`config.mk`:
```
export PLATFORM = sky130hd
export DESIGN_NAME = rtt_estimator_with_pto
export DESIGN_NICKNAME = d
export VERILOG_FILES = /design/src/rtl/rte_pkg.sv /design/src/rtl/rte_min_stage.sv /design/src/rtl/rte_ewma_stage.sv /design/src/rtl/rte_pto_stage.sv /design/src/rtl/rtt_estimator_with_pto.sv
export SDC_FILE = /design/constraint.sdc
export NUM_CORES = 2
export LEC_CHECK = 0
export ABC_AREA = 1
export ABC_CLOCK_PERIOD_IN_PS = 10100
export BUFFER_PORTS_ARGS = -buffer_cell sky130_fd_sc_hd__buf_2
export CAP_MARGIN = 20
export CORE_ASPECT_RATIO = 1.5
export CORE_UTILIZATION = 34
export DETAILED_ROUTE_END_ITERATION = 10
export PLACE_DENSITY = 0.62
export SLEW_MARGIN = 20
export SYNTH_ARGS = -nofsm -noshare
export SYNTH_HDL_FRONTEND = slang
export SYNTH_SLANG_ARGS = --single-unit
```
`constraint.sdc`:
```
create_clock -name clk -period 10.1 [get_ports clk]
set_input_delay 0.505 -clock clk [delete_from_list [all_inputs] [get_ports clk]]
set_output_delay 0.505 -clock clk [all_outputs]
set_load 0.01 [all_outputs]
```
`src/rtl/rte_pkg.sv`:
```
// ----------------------------------------------------------------------------
// rte_pkg
// Types and constants shared by the RTT estimator pipeline: request and
// result payloads, inter-stage payloads, register map and reset values.
// ----------------------------------------------------------------------------
`default_nettype none

package rte_pkg;

  // register map, index = byte address / 4
  localparam int unsigned RegIdxW = 2;
  localparam logic [RegIdxW-1:0] REG_MAX_ACK_DELAY     = 2'd0;
  localparam logic [RegIdxW-1:0] REG_TIMER_GRANULARITY = 2'd1;
  localparam logic [RegIdxW-1:0] REG_INITIAL_TIMEOUT   = 2'd2;
  localparam int unsigned AddrW = RegIdxW + 2;

  // register reset values
  localparam logic [31:0] RST_MAX_ACK_DELAY     = 32'd0;
  localparam logic [31:0] RST_TIMER_GRANULARITY = 32'd1000;
  localparam logic [31:0] RST_INITIAL_TIMEOUT   = 32'd200000;

  // request payload
  typedef struct packed {
    logic [31:0] rtt_sample;
    logic [31:0] ack_delay;
    logic        include_ack_delay;
  } in_t;

  // result payload
  typedef struct packed {
    logic        rejected;
    logic [31:0] latest_rtt;
    logic [31:0] min_rtt;
    logic [31:0] smoothed_rtt;
    logic [31:0] rtt_variation;
    logic [34:0] probe_timeout;
  } out_t;

  // after min / latest update
  typedef struct packed {
    logic        rejected;
    logic        include_ack_delay;
    logic [31:0] latest_rtt;
    logic [31:0] min_rtt;
  } mid_t;

  // after smoothing update
  typedef struct packed {
    logic        rejected;
    logic        include_ack_delay;
    logic [31:0] latest_rtt;
    logic [31:0] min_rtt;
    logic [31:0] smoothed_rtt;
    logic [31:0] rtt_variation;
  } ewma_t;

  // configuration registers
  typedef struct packed {
    logic [31:0] max_ack_delay;
    logic [31:0] timer_granularity;
    logic [31:0] initial_timeout;
  } cfg_t;

endpackage

`default_nettype wire

```
`src/rtl/rte_min_stage.sv`:
```
// ----------------------------------------------------------------------------
// rte_min_stage
// Input register plus minimum RTT tracking and ack delay adjustment. Holds
// the min and latest RTT state; a zero sample leaves both untouched.
// ----------------------------------------------------------------------------
`default_nettype none

module rte_min_stage (
  input  wire logic          clk,
  input  wire logic          rst_n,
  input  wire logic          in_valid,
  output logic               in_ready,
  input  wire rte_pkg::in_t  in_data,
  output logic               mid_valid,
  input  wire logic          mid_ready,
  output rte_pkg::mid_t      mid_data
);
  import rte_pkg::*;

  logic        in_valid_r;
  in_t         in_r;
  logic        mid_valid_r;
  mid_t        mid_r;
  logic [31:0] min_r;
  logic [31:0] latest_r;

  logic        fwd_ok;
  logic        move;
  logic        rej;
  logic [31:0] min_nxt;
  logic [31:0] latest_nxt;
  mid_t        mid_nxt;

  // flow control
  assign fwd_ok   = !mid_valid_r || mid_ready;
  assign move     = in_valid_r && fwd_ok;
  assign in_ready = !in_valid_r || fwd_ok;

  // min tracking and ack delay subtraction against the new minimum
  always_comb begin
    rej     = (in_r.rtt_sample == 32'd0);
    min_nxt = min_r;
    if (min_r == 32'd0 || min_r > in_r.rtt_sample) begin
      min_nxt = in_r.rtt_sample;
    end
    latest_nxt = in_r.rtt_sample;
    if ((in_r.rtt_sample - min_nxt) >= in_r.ack_delay) begin
      latest_nxt = in_r.rtt_sample - in_r.ack_delay;
    end
    mid_nxt.rejected          = rej;
    mid_nxt.include_ack_delay = in_r.include_ack_delay;
    mid_nxt.latest_rtt        = rej ? latest_r : latest_nxt;
    mid_nxt.min_rtt           = rej ? min_r : min_nxt;
  end

  // control and state
  always_ff @(posedge clk) begin
    if (!rst_n) begin
      in_valid_r  <= 1'b0;
      mid_valid_r <= 1'b0;
      min_r       <= 32'd0;
      latest_r    <= 32'd0;
    end else begin
      if (in_ready) begin
        in_valid_r <= in_valid;
      end
      if (fwd_ok) begin
        mid_valid_r <= in_valid_r;
      end
      if (move && !rej) begin
        min_r    <= min_nxt;
        latest_r <= latest_nxt;
      end
    end
  end

  // payload
  always_ff @(posedge clk) begin
    if (in_valid && in_ready) begin
      in_r <= in_data;
    end
    if (move) begin
      mid_r <= mid_nxt;
    end
  end

  assign mid_valid = mid_valid_r;
  assign mid_data  = mid_r;

  // once a sample was taken the minimum never returns to zero
  a_min_sticky: assert property (@(posedge clk) disable iff (!rst_n)
    (min_r != 32'd0) |=> (min_r != 32'd0))
    else $error("min rtt dropped back to zero");

  // adjusted sample never falls below the minimum
  a_latest_ge_min: assert property (@(posedge clk) disable iff (!rst_n)
    latest_r >= min_r)
    else $error("latest rtt below min rtt");

  // a rejected request leaves the state alone
  a_rej_stable: assert property (@(posedge clk) disable iff (!rst_n)
    (move && rej) |=> ($stable(min_r) && $stable(latest_r)))
    else $error("rejected sample changed state");

endmodule

`default_nettype wire

```
`src/rtl/rte_ewma_stage.sv`:
```
// ----------------------------------------------------------------------------
// rte_ewma_stage
// Smoothed RTT and RTT variation update with exact floor arithmetic. The
// first accepted sample seeds both values; later ones average them in.
// ----------------------------------------------------------------------------
`default_nettype none

module rte_ewma_stage (
  input  wire logic          clk,
  input  wire logic          rst_n,
  input  wire logic          mid_valid,
  output logic               mid_ready,
  input  wire rte_pkg::mid_t mid_data,
  output logic               ewma_valid,
  input  wire logic          ewma_ready,
  output rte_pkg::ewma_t     ewma_data
);
  import rte_pkg::*;

  logic        ewma_valid_r;
  ewma_t       ewma_r;
  logic [31:0] smooth_r;
  logic [31:0] var_r;

  logic        move;
  logic [31:0] x;
  logic [31:0] diff;
  logic [33:0] var3;
  logic [34:0] nv_sum;
  logic [34:0] smooth7;
  logic [35:0] ns_sum;
  logic [31:0] smooth_nxt;
  logic [31:0] var_nxt;
  ewma_t       ewma_nxt;

  // flow control
  assign mid_ready = !ewma_valid_r || ewma_ready;
  assign move      = mid_valid && mid_ready;

  // 3/4 var + 1/4 |smooth - x| and 7/8 smooth + 1/8 x
  always_comb begin
    x       = mid_data.latest_rtt;
    diff    = (smooth_r >= x) ? (smooth_r - x) : (x - smooth_r);
    var3    = {2'b00, var_r} + {1'b0, var_r, 1'b0};
    nv_sum  = {1'b0, var3} + {3'b000, diff};
    smooth7 = {smooth_r, 3'b000} - {3'b000, smooth_r};
    ns_sum  = {1'b0, smooth7} + {4'b0000, x};
    if (smooth_r == 32'd0) begin
      smooth_nxt = x;
      var_nxt    = {1'b0, x[31:1]};
    end else begin
      smooth_nxt = ns_sum[34:3];
      var_nxt    = nv_sum[33:2];
    end
    ewma_nxt.rejected          = mid_data.rejected;
    ewma_nxt.include_ack_delay = mid_data.include_ack_delay;
    ewma_nxt.latest_rtt        = mid_data.latest_rtt;
    ewma_nxt.min_rtt           = mid_data.min_rtt;
    ewma_nxt.smoothed_rtt      = mid_data.rejected ? smooth_r : smooth_nxt;
    ewma_nxt.rtt_variation     = mid_data.rejected ? var_r : var_nxt;
  end

  // control and state
  always_ff @(posedge clk) begin
    if (!rst_n) begin
      ewma_valid_r <= 1'b0;
      smooth_r     <= 32'd0;
      var_r        <= 32'd0;
    end else begin
      if (mid_ready) begin
        ewma_valid_r <= mid_valid;
      end
      if (move && !mid_data.rejected) begin
        smooth_r <= smooth_nxt;
        var_r    <= var_nxt;
      end
    end
  end

  // payload
  always_ff @(posedge clk) begin
    if (move) begin
      ewma_r <= ewma_nxt;
    end
  end

  assign ewma_valid = ewma_valid_r;
  assign ewma_data  = ewma_r;

  // smoothed rtt stays nonzero once seeded
  a_smooth_sticky: assert property (@(posedge clk) disable iff (!rst_n)
    (smooth_r != 32'd0) |=> (smooth_r != 32'd0))
    else $error("smoothed rtt dropped back to zero");

  // an accepted sample always leaves a seeded estimate behind
  a_seeded: assert property (@(posedge clk) disable iff (!rst_n)
    (move && !mid_data.rejected) |=> (smooth_r != 32'd0 && ewma_r.smoothed_rtt == smooth_r))
    else $error("accepted sample did not seed smoothed rtt");

  // a rejected request leaves the estimate alone
  a_rej_stable: assert property (@(posedge clk) disable iff (!rst_n)
    (move && mid_data.rejected) |=> ($stable(smooth_r) && $stable(var_r)))
    else $error("rejected sample changed smoothed state");

endmodule

`default_nettype wire

```
`src/rtl/rte_pto_stage.sv`:
```
// ----------------------------------------------------------------------------
// rte_pto_stage
// Probe timeout from the updated estimate and the result register that
// drives the output channel.
// ----------------------------------------------------------------------------
`default_nettype none

module rte_pto_stage (
  input  wire logic           clk,
  input  wire logic           rst_n,
  input  wire rte_pkg::cfg_t  cfg,
  input  wire logic           ewma_valid,
  output logic                ewma_ready,
  input  wire rte_pkg::ewma_t ewma_data,
  output logic                out_valid,
  input  wire logic           out_ready,
  output rte_pkg::out_t       out_data
);
  import rte_pkg::*;

  logic        out_valid_r;
  out_t        out_r;

  logic        move;
  logic [33:0] four_var;
  logic [33:0] var_term;
  logic [34:0] base_sum;
  logic [34:0] pto;
  out_t        out_nxt;

  // flow control
  assign ewma_ready = !out_valid_r || out_ready;
  assign move       = ewma_valid && ewma_ready;

  // initial timeout while unseeded, else smoothed + max(4*var, granularity) [+ max ack delay]
  always_comb begin
    four_var = {ewma_data.rtt_variation, 2'b00};
    var_term = (four_var < {2'b00, cfg.timer_granularity}) ?
               {2'b00, cfg.timer_granularity} : four_var;
    base_sum = {3'b000, ewma_data.smoothed_rtt} + {1'b0, var_term};
    if (ewma_data.smoothed_rtt == 32'd0) begin
      pto = {3'b000, cfg.initial_timeout};
    end else if (ewma_data.include_ack_delay) begin
      pto = base_sum + {3'b000, cfg.max_ack_delay};
    end else begin
      pto = base_sum;
    end
    out_nxt.rejected      = ewma_data.rejected;
    out_nxt.latest_rtt    = ewma_data.latest_rtt;
    out_nxt.min_rtt       = ewma_data.min_rtt;
    out_nxt.smoothed_rtt  = ewma_data.smoothed_rtt;
    out_nxt.rtt_variation = ewma_data.rtt_variation;
    out_nxt.probe_timeout = pto;
  end

  // control
  always_ff @(posedge clk) begin
    if (!rst_n) begin
      out_valid_r <= 1'b0;
    end else if (ewma_ready) begin
      out_valid_r <= ewma_valid;
    end
  end

  // payload
  always_ff @(posedge clk) begin
    if (move) begin
      out_r <= out_nxt;
    end
  end

  assign out_valid = out_valid_r;
  assign out_data  = out_r;

endmodule

`default_nettype wire

```
`src/rtl/rtt_estimator_with_pto.sv`:
```
// ----------------------------------------------------------------------------
// rtt_estimator_with_pto
// QUIC style RTT estimator with probe timeout.
//
// Requests arrive on the in_ channel (valid/ready) carrying an RTT sample,
// the peer ack delay and a flag that adds max_ack_delay to the timeout.
// Every request yields exactly one result on the out_ channel: a reject
// flag (zero sample), latest, min and smoothed RTT, variation and the
// probe timeout computed from the updated state.
// The datapath is a four-register pipeline: input register, min/latest
// update, smoothing update, timeout and result register. One request per
// cycle is sustained while out_ready stays high; each estimator
// register is updated by its own stage as the request passes, so
// back-to-back requests see the previous update.
// When out_ready is low the result register holds and the stages behind
// it keep filling, so up to four requests are taken before in_ready drops.
// Reset clears the estimate (no sample yet), the pipeline and the config
// registers to their defaults. The APB-style port holds max_ack_delay at
// 0x0, timer_granularity at 0x4 and initial_timeout at 0x8; write it only
// while the pipeline is empty.
// ----------------------------------------------------------------------------
`default_nettype none

module rtt_estimator_with_pto (
  input  wire logic                    clk,
  input  wire logic                    rst_n,
  input  wire logic                    in_valid,
  output logic                         in_ready,
  input  wire rte_pkg::in_t            in_data,
  output logic                         out_valid,
  input  wire logic                    out_ready,
  output rte_pkg::out_t                out_data,
  input  wire logic                    psel,
  input  wire logic                    penable,
  input  wire logic                    pwrite,
  input  wire logic [rte_pkg::AddrW-1:0] paddr,
  input  wire logic [31:0]             pwdata,
  output logic [31:0]                  prdata,
  output logic                         pready
);
  import rte_pkg::*;

  cfg_t               cfg_r;
  logic [RegIdxW-1:0] reg_idx;
  logic               cfg_wr;

  logic  mid_valid;
  logic  mid_ready;
  mid_t  mid_data;
  logic  ewma_valid;
  logic  ewma_ready;
  ewma_t ewma_data;

  // configuration registers
  assign pready  = 1'b1;
  assign reg_idx = paddr[AddrW-1:2];
  assign cfg_wr  = psel && penable && pwrite && pready;

  always_ff @(posedge clk) begin
    if (!rst_n) begin
      cfg_r.max_ack_delay     <= RST_MAX_ACK_DELAY;
      cfg_r.timer_granularity <= RST_TIMER_GRANULARITY;
      cfg_r.initial_timeout   <= RST_INITIAL_TIMEOUT;
    end else if (cfg_wr) begin
      unique case (reg_idx)
        REG_MAX_ACK_DELAY:     cfg_r.max_ack_delay     <= pwdata;
        REG_TIMER_GRANULARITY: cfg_r.timer_granularity <= pwdata;
        REG_INITIAL_TIMEOUT:   cfg_r.initial_timeout   <= pwdata;
        default: ;
      endcase
    end
  end

  // register readback
  always_comb begin
    unique case (reg_idx)
      REG_MAX_ACK_DELAY:     prdata = cfg_r.max_ack_delay;
      REG_TIMER_GRANULARITY: prdata = cfg_r.timer_granularity;
      REG_INITIAL_TIMEOUT:   prdata = cfg_r.initial_timeout;
      default:               prdata = 32'd0;
    endcase
  end

  // pipeline
  rte_min_stage u_min (
    .clk       (clk),
    .rst_n     (rst_n),
    .in_valid  (in_valid),
    .in_ready  (in_ready),
    .in_data   (in_data),
    .mid_valid (mid_valid),
    .mid_ready (mid_ready),
    .mid_data  (mid_data)
  );

  rte_ewma_stage u_ewma (
    .clk        (clk),
    .rst_n      (rst_n),
    .mid_valid  (mid_valid),
    .mid_ready  (mid_ready),
    .mid_data   (mid_data),
    .ewma_valid (ewma_valid),
    .ewma_ready (ewma_ready),
    .ewma_data  (ewma_data)
  );

  rte_pto_stage u_pto (
    .clk        (clk),
    .rst_n      (rst_n),
    .cfg        (cfg_r),
    .ewma_valid (ewma_valid),
    .ewma_ready (ewma_ready),
    .ewma_data  (ewma_data),
    .out_valid  (out_valid),
    .out_ready  (out_ready),
    .out_data   (out_data)
  );

endmodule

`default_nettype wire
```
==> After elaboration in Yosys (flattened, before gate mapping) <==
Cells that the tools add are included.
{ "op_classes": {"reduce_logical": 27, "add_sub_neg": 10, "n_eq_ne": 2, "order_cmp": 4, "n_mux": 13} }
{ "op_table": {"columns": ["operator", "n"], "rows": [
  ["$mux 32", 10],
  ["$logic_not 32->1", 4],
  ["$sub 32x32->32", 4],
  ["$pmux 32 s3", 1],
  ["$add 35x32->35", 2],
  ["$ge 32x32->1", 2],
  ["$add 32x34->35", 1],
  ["$mux 35", 1],
  ["$sub 35x32->35", 1],
  ["$add 32x33->34", 1],
  ["$add 34x32->34", 1],
  ["$lt 34x32->1", 1],
  ["$mux 34", 1],
  ["$gt 32x32->1", 1],
  ["$logic_and 1x1->1", 8],
  ["$logic_not 1->1", 6],
  ["$reduce_and 2->1", 3],
  ["$logic_or 1x1->1", 5],
  ["$eq 2x1->1 const B", 1],
  ["$eq 2x2->1 const B", 1],
  ["$logic_not 2->1", 1]
]} }
{ "totals": {"word_cells": 87, "input_bits": 108, "out_inout_bits": 199, "regBits": 653} }

==> Depth between registers and ports, before layout <==
{ "logic_depth": {"depth_word": 7, "mapped_depth": 43, "depth_no_buf": 41} }

==> Cells and area by module <==
A second synthesis with hierarchy kept.
{ "hier_totals": {"cells_unflattened": 6616, "hier_area_um2": 47853.4} }
{ "modules_own_cells": {"columns": ["module", "area_per_inst_um2", "n_inst", "cells_per_inst", "seq_area_each_um2"], "rows": [
  ["rte_ewma_stage", 17762.0, 1, 2545, 5205.0],
  ["rte_min_stage", 14222.4, 1, 1976, 5255.0],
  ["rte_pto_stage", 11486.0, 1, 1401, 4944.7],
  ["rtt_estimator_with_pto", 4383.0, 1, 694, 1921.8]
]} }

==> Worst setup path before layout <==
OpenSTA, ideal clock, no wires.
{ "synth_path": {"path_type": "in2reg", "from": "input out_ready", "to": "register u_pto.out_r (netlist bit u_pto.out_data[0]), enable pin", "required_time_ns": 9.406, "path_stages": 2, "slack_ns": 1.979, "t_arrival_ns": 7.427, "n_path_buf": 0, "setup_ns": 0.694, "cell_sequence": "nor2_1 nor2_1"} }
{ "synth_via": {"elab_chain_cells": 2} }
{ "synth_rtl": {"columns": ["element", "line_no", "text"], "rows": [
  ["from (decl)", "rtt_estimator_with_pto.sv:31", "input wire logic out_ready,"],
  ["$logic_or 1x1->1", "rte_pto_stage.sv:32", "assign ewma_ready = !out_valid_r || out_ready;"],
  ["$logic_and 1x1->1", "rte_pto_stage.sv:33", "assign move = ewma_valid && ewma_ready;"],
  ["named net u_pto.move", "rte_pto_stage.sv:24", "logic move;"],
  ["to (signal assigned)", "rte_pto_stage.sv:68", "out_r <= out_nxt;"],
  ["to (decl)", "rte_pto_stage.sv:22", "out_t out_r;"]
]} }
The timed path passes the listed nets, and every way through them passes these cells.
A chain may end at the register's enable or synchronous reset.

==> Worst setup path in the final report <==
{ "layout_path": {"from": "register cfg_r[61] (netlist bit)", "to": "register u_pto.out_r (netlist bit u_pto.out_data[20]) (data pin)"} }
{ "layout_via": {"elab_chain_cells": 6} }
{ "layout_rtl": {"columns": ["element", "line_no", "text"], "rows": [
  ["from (decl)", "rtt_estimator_with_pto.sv:43", "cfg_t cfg_r;"],
  ["$lt 34x32->1 *", "rte_pto_stage.sv:38", "var_term = (four_var < {2'b00, cfg.timer_granularity}) ?"],
  ["$mux 34 *", "rte_pto_stage.sv:38", null],
  ["$add 32x34->35 *", "rte_pto_stage.sv:40", "base_sum = {3'b000, ewma_data.smoothed_rtt} + {1'b0, var_term};"],
  ["$add 35x32->35", "rte_pto_stage.sv:44", "pto = base_sum + {3'b000, cfg.max_ack_delay};"],
  ["$mux 35 *", "rte_pto_stage.sv:43", "end else if (ewma_data.include_ack_delay) begin"],
  ["$mux 32 *", "rte_pto_stage.sv:41", "if (ewma_data.smoothed_rtt == 32'd0) begin"],
  ["named net u_pto.pto[20]", "rte_pto_stage.sv:28", "logic [34:0] pto;"]
]} }
The timed path passes the listed nets; every way through them passes the cells marked *.

==> metrics.yaml <==
final_util_pct: 39.11
clockRootBuffer: "clkbuf_16"
critPathKind: "reg -> reg"
grt_pass1_vias: 45336
clk_latency_ps: 720
pre_cts_slack_ps: 3097
post_drt_wl_per_cell_um: 23.77
first_iter_violations: 3499
tns_ps: 0
place_hpwl_um: 166500
ant_nets: 0
pwr_density_cell_mw_per_mm2: 201.2
fin_area_sq_mm: 0.05394
synth_top_area_share_pct: 27.04
synth_ff_type: "edfxtp_1"
synth_most_common_cell: "nand2_1"
finalPower_mw: 10.85
drcViolationCount: 0
grt_pass1_wl_um: 293900
irDropWorstVdd_mv: 0.1395
slew_violations: 0
path_clk_slew_ps: 60
crit_path_frequent_cell: "nand2_1"
layout-drive-gt1-share_pct: 7.868
slew_headroom_pct: 11.14
wirelength_um: 205800
synthArstFlopShare_pct: 0
htreeDepth: 3
cts_buffers: 75
fmax_ghz: 0.1349
avgSynthCellArea_sq_um: 7.280
setup_viol: 0
fillCellCount: 14403
total_leakage_power_nw: 25.36
post-route-period-util_pct: 73.42
synth.distinct_cells: 49
cts_resized: 0
grt_usage_pct: 28.87
synth_commonest_cells: "nand2_1 (1670), inv_1 (974), nor2_1 (658)"
synth-edff-count: 425
yosysTopAreaCell: "edfxtp_1"
netlist_instances: 6483
synth_area_sq_mm: 0.04720
ys_warn_count: 0
fin_crit_ps: 7415
port_buffers: 303
syn_nets: 7008
clock_skew_ps: 27.95
path_max_fanout: 52
numClockSinks: 653
grt_max_degree: 108
maxCapViolations: 0
cts_tree: "done"
routed_via_density: 5.235
final_nets: 7338
hp-class: "in -> reg"
io_pins: 307
dpl_cell_area_sq_mm: 0.05063
row_count: 167
start_util_pct: 34.22
coreArea_sq_mm: 0.1379
die_w_um: 306.2
setup_slack_ps: 2685
rsz0062_at_grt: "no"
arrival_ps: 7850
antenna_found_initial: 10
grt-ovfl-total: 0
die_h_um: 458.3
clk_path_buf_depth: 3
dieArea_sq_mm: 0.1403
num_vias: 45323
dr.pass1.iters: 6
status: "finished, final reports clean"
worstMarginPinSlew_ps: 1333
ys_seq_area_share_pct: 36.71
hold_viol_final: 0
ys_seq_elements: 653
critPathCaptureType: "flop"
synthToLayoutAreaGrowth_pct: 14.29
slowest_stage: "a21oi_1"
crit_path_start_kind: "flop"
crit_required_ps: 10530
routabilityCongestion: 1.034
cp_slowest_stage_delay_ps: 760
synth.area.top_cells: "edfxtp_1 (27%), nand2_1 (13%), dfxtp_1 (9.7%)"
final timing paths:
check                                                     end                            start  cells past startpoint  slack, ps
worst max register to register   u_pto.out_data[20]$_DFFE_PP_           cfg_r[61]$_SDFFE_PN0P_                     28       2680
worst min-delay path                   cfg_r[17]$_SDFFE_PN1P_                       pwdata[17]                      3         40
worst max-delay path             u_pto.out_data[20]$_DFFE_PP_           cfg_r[61]$_SDFFE_PN0P_                     28       2680
worst min register to register  u_pto.out_data[135]$_DFFE_PP_  u_ewma.ewma_data[100]$_DFFE_PP_                      0        410
state kept, by name (all words and copies together), names as in the netlist:
signal and cells:
u_min.in_r 65, u_ewma.smooth_r 32, u_pto.out_valid 1, u_ewma.ewma_valid 1, u_ewma.ewma_data 130, u_min.min_r 32, u_min.in_valid_r 1, cfg_r 96
u_ewma.var_r 32, u_min.mid_data 66, u_pto.out_data 164, u_min.latest_r 32, u_min.mid_valid 1
power by group:
group / switching, mW / internal [mW] / total [mW]
clock: 1.28 / 1.64 / 2.92
combinational: 3.31 / 1.37 / 4.68
sequential: 0.155 / 3.10 / 3.25
metal layers:
metal / vias up / GRT usage (%) / routed length, um / share of wire (%)
li1: 21997 / - / - / -
met1: 21145 / 26.11 / 66810 / 32
met2: 1556 / 54.41 / 107400 / 52
met3: 621 / 3.786 / 8932 / 4.3
met4: 4 / 28.03 / 22610 / 11
met5: - / 0 / 26 / 0.013
cell usage in the layout (no fill, tap or decap), drive strengths merged, types with 21 or more instances in the layout:
cell type	synthesis	layout
xor2	99	99
ha	349	349
inv	979	991
edfxtp	425	425
o211ai	55	55
dlygate4sd3	0	66
a31oi	67	67
nand4	104	104
clkinv	2	21
o21ai	423	423
dfxtp	228	228
clkbuf	86	95
nand3	456	456
fa	68	68
nand2	1673	1673
buf	89	362
nor2	670	670
o21bai	40	40
a21oi	489	489
nor3	49	49
nor4	29	29
xnor2	30	30
cell families (layout without fill, tap and decap cells):
kind of cell	after synthesis	count (layout)	synth area share, %
and+or+nand+nor	3003	3003	26.24
adders and majority gates	417	417	12.14
xor gates and xnor gates	129	129	2.394
other	1	8	0.007946
buffers and inverters	1156	1549	9.499
DFF	653	653	36.71
AOI/OAI and AO/OA	1124	1124	13.01
through the flow:
step	std cells	hold WS, ps
2_1_floorplan	6483	400.3
6_report	8657	44.76
4_1_cts	8649	0.2471
3_5_place_dp	8443	404.5
3_3_place_gp	8443	401.8
5_1_grt	8657	45.35
final cells by class:
cell class                      count  area (sq um)  share of cell area [%]
Multi-Input combinational cell   4674         25430                   47.14
Sequential cell                   653         17330                   32.12
Inverter                          981          3691                   6.843
Timing Repair Buffer              428          2645                   4.904
Tap cell                         1774          2220                   4.115
Clock buffer                       95          2014                   3.734
Clock inverter                     45         598.1                   1.109
Antenna cell                        7         17.52                 0.03247
critical path, delay by kind of cell (launching register included):
kind | cells | cell delay, ps
and+or+nand+nor | 13 | 2240
adders and majority gates | 3 | 1050
buffers and inverters | 4 | 920
xor gates and xnor gates | 1 | 280
DFF | 1 | 300
AOI/OAI and AO/OA | 7 | 2280
what timing repair did:
item,4_1_cts,5_1_grt
hold buffers,66,0
endpoints found under the hold margin,66,0
setup buffers,0,0
Power figures use the tool's default switching activity.
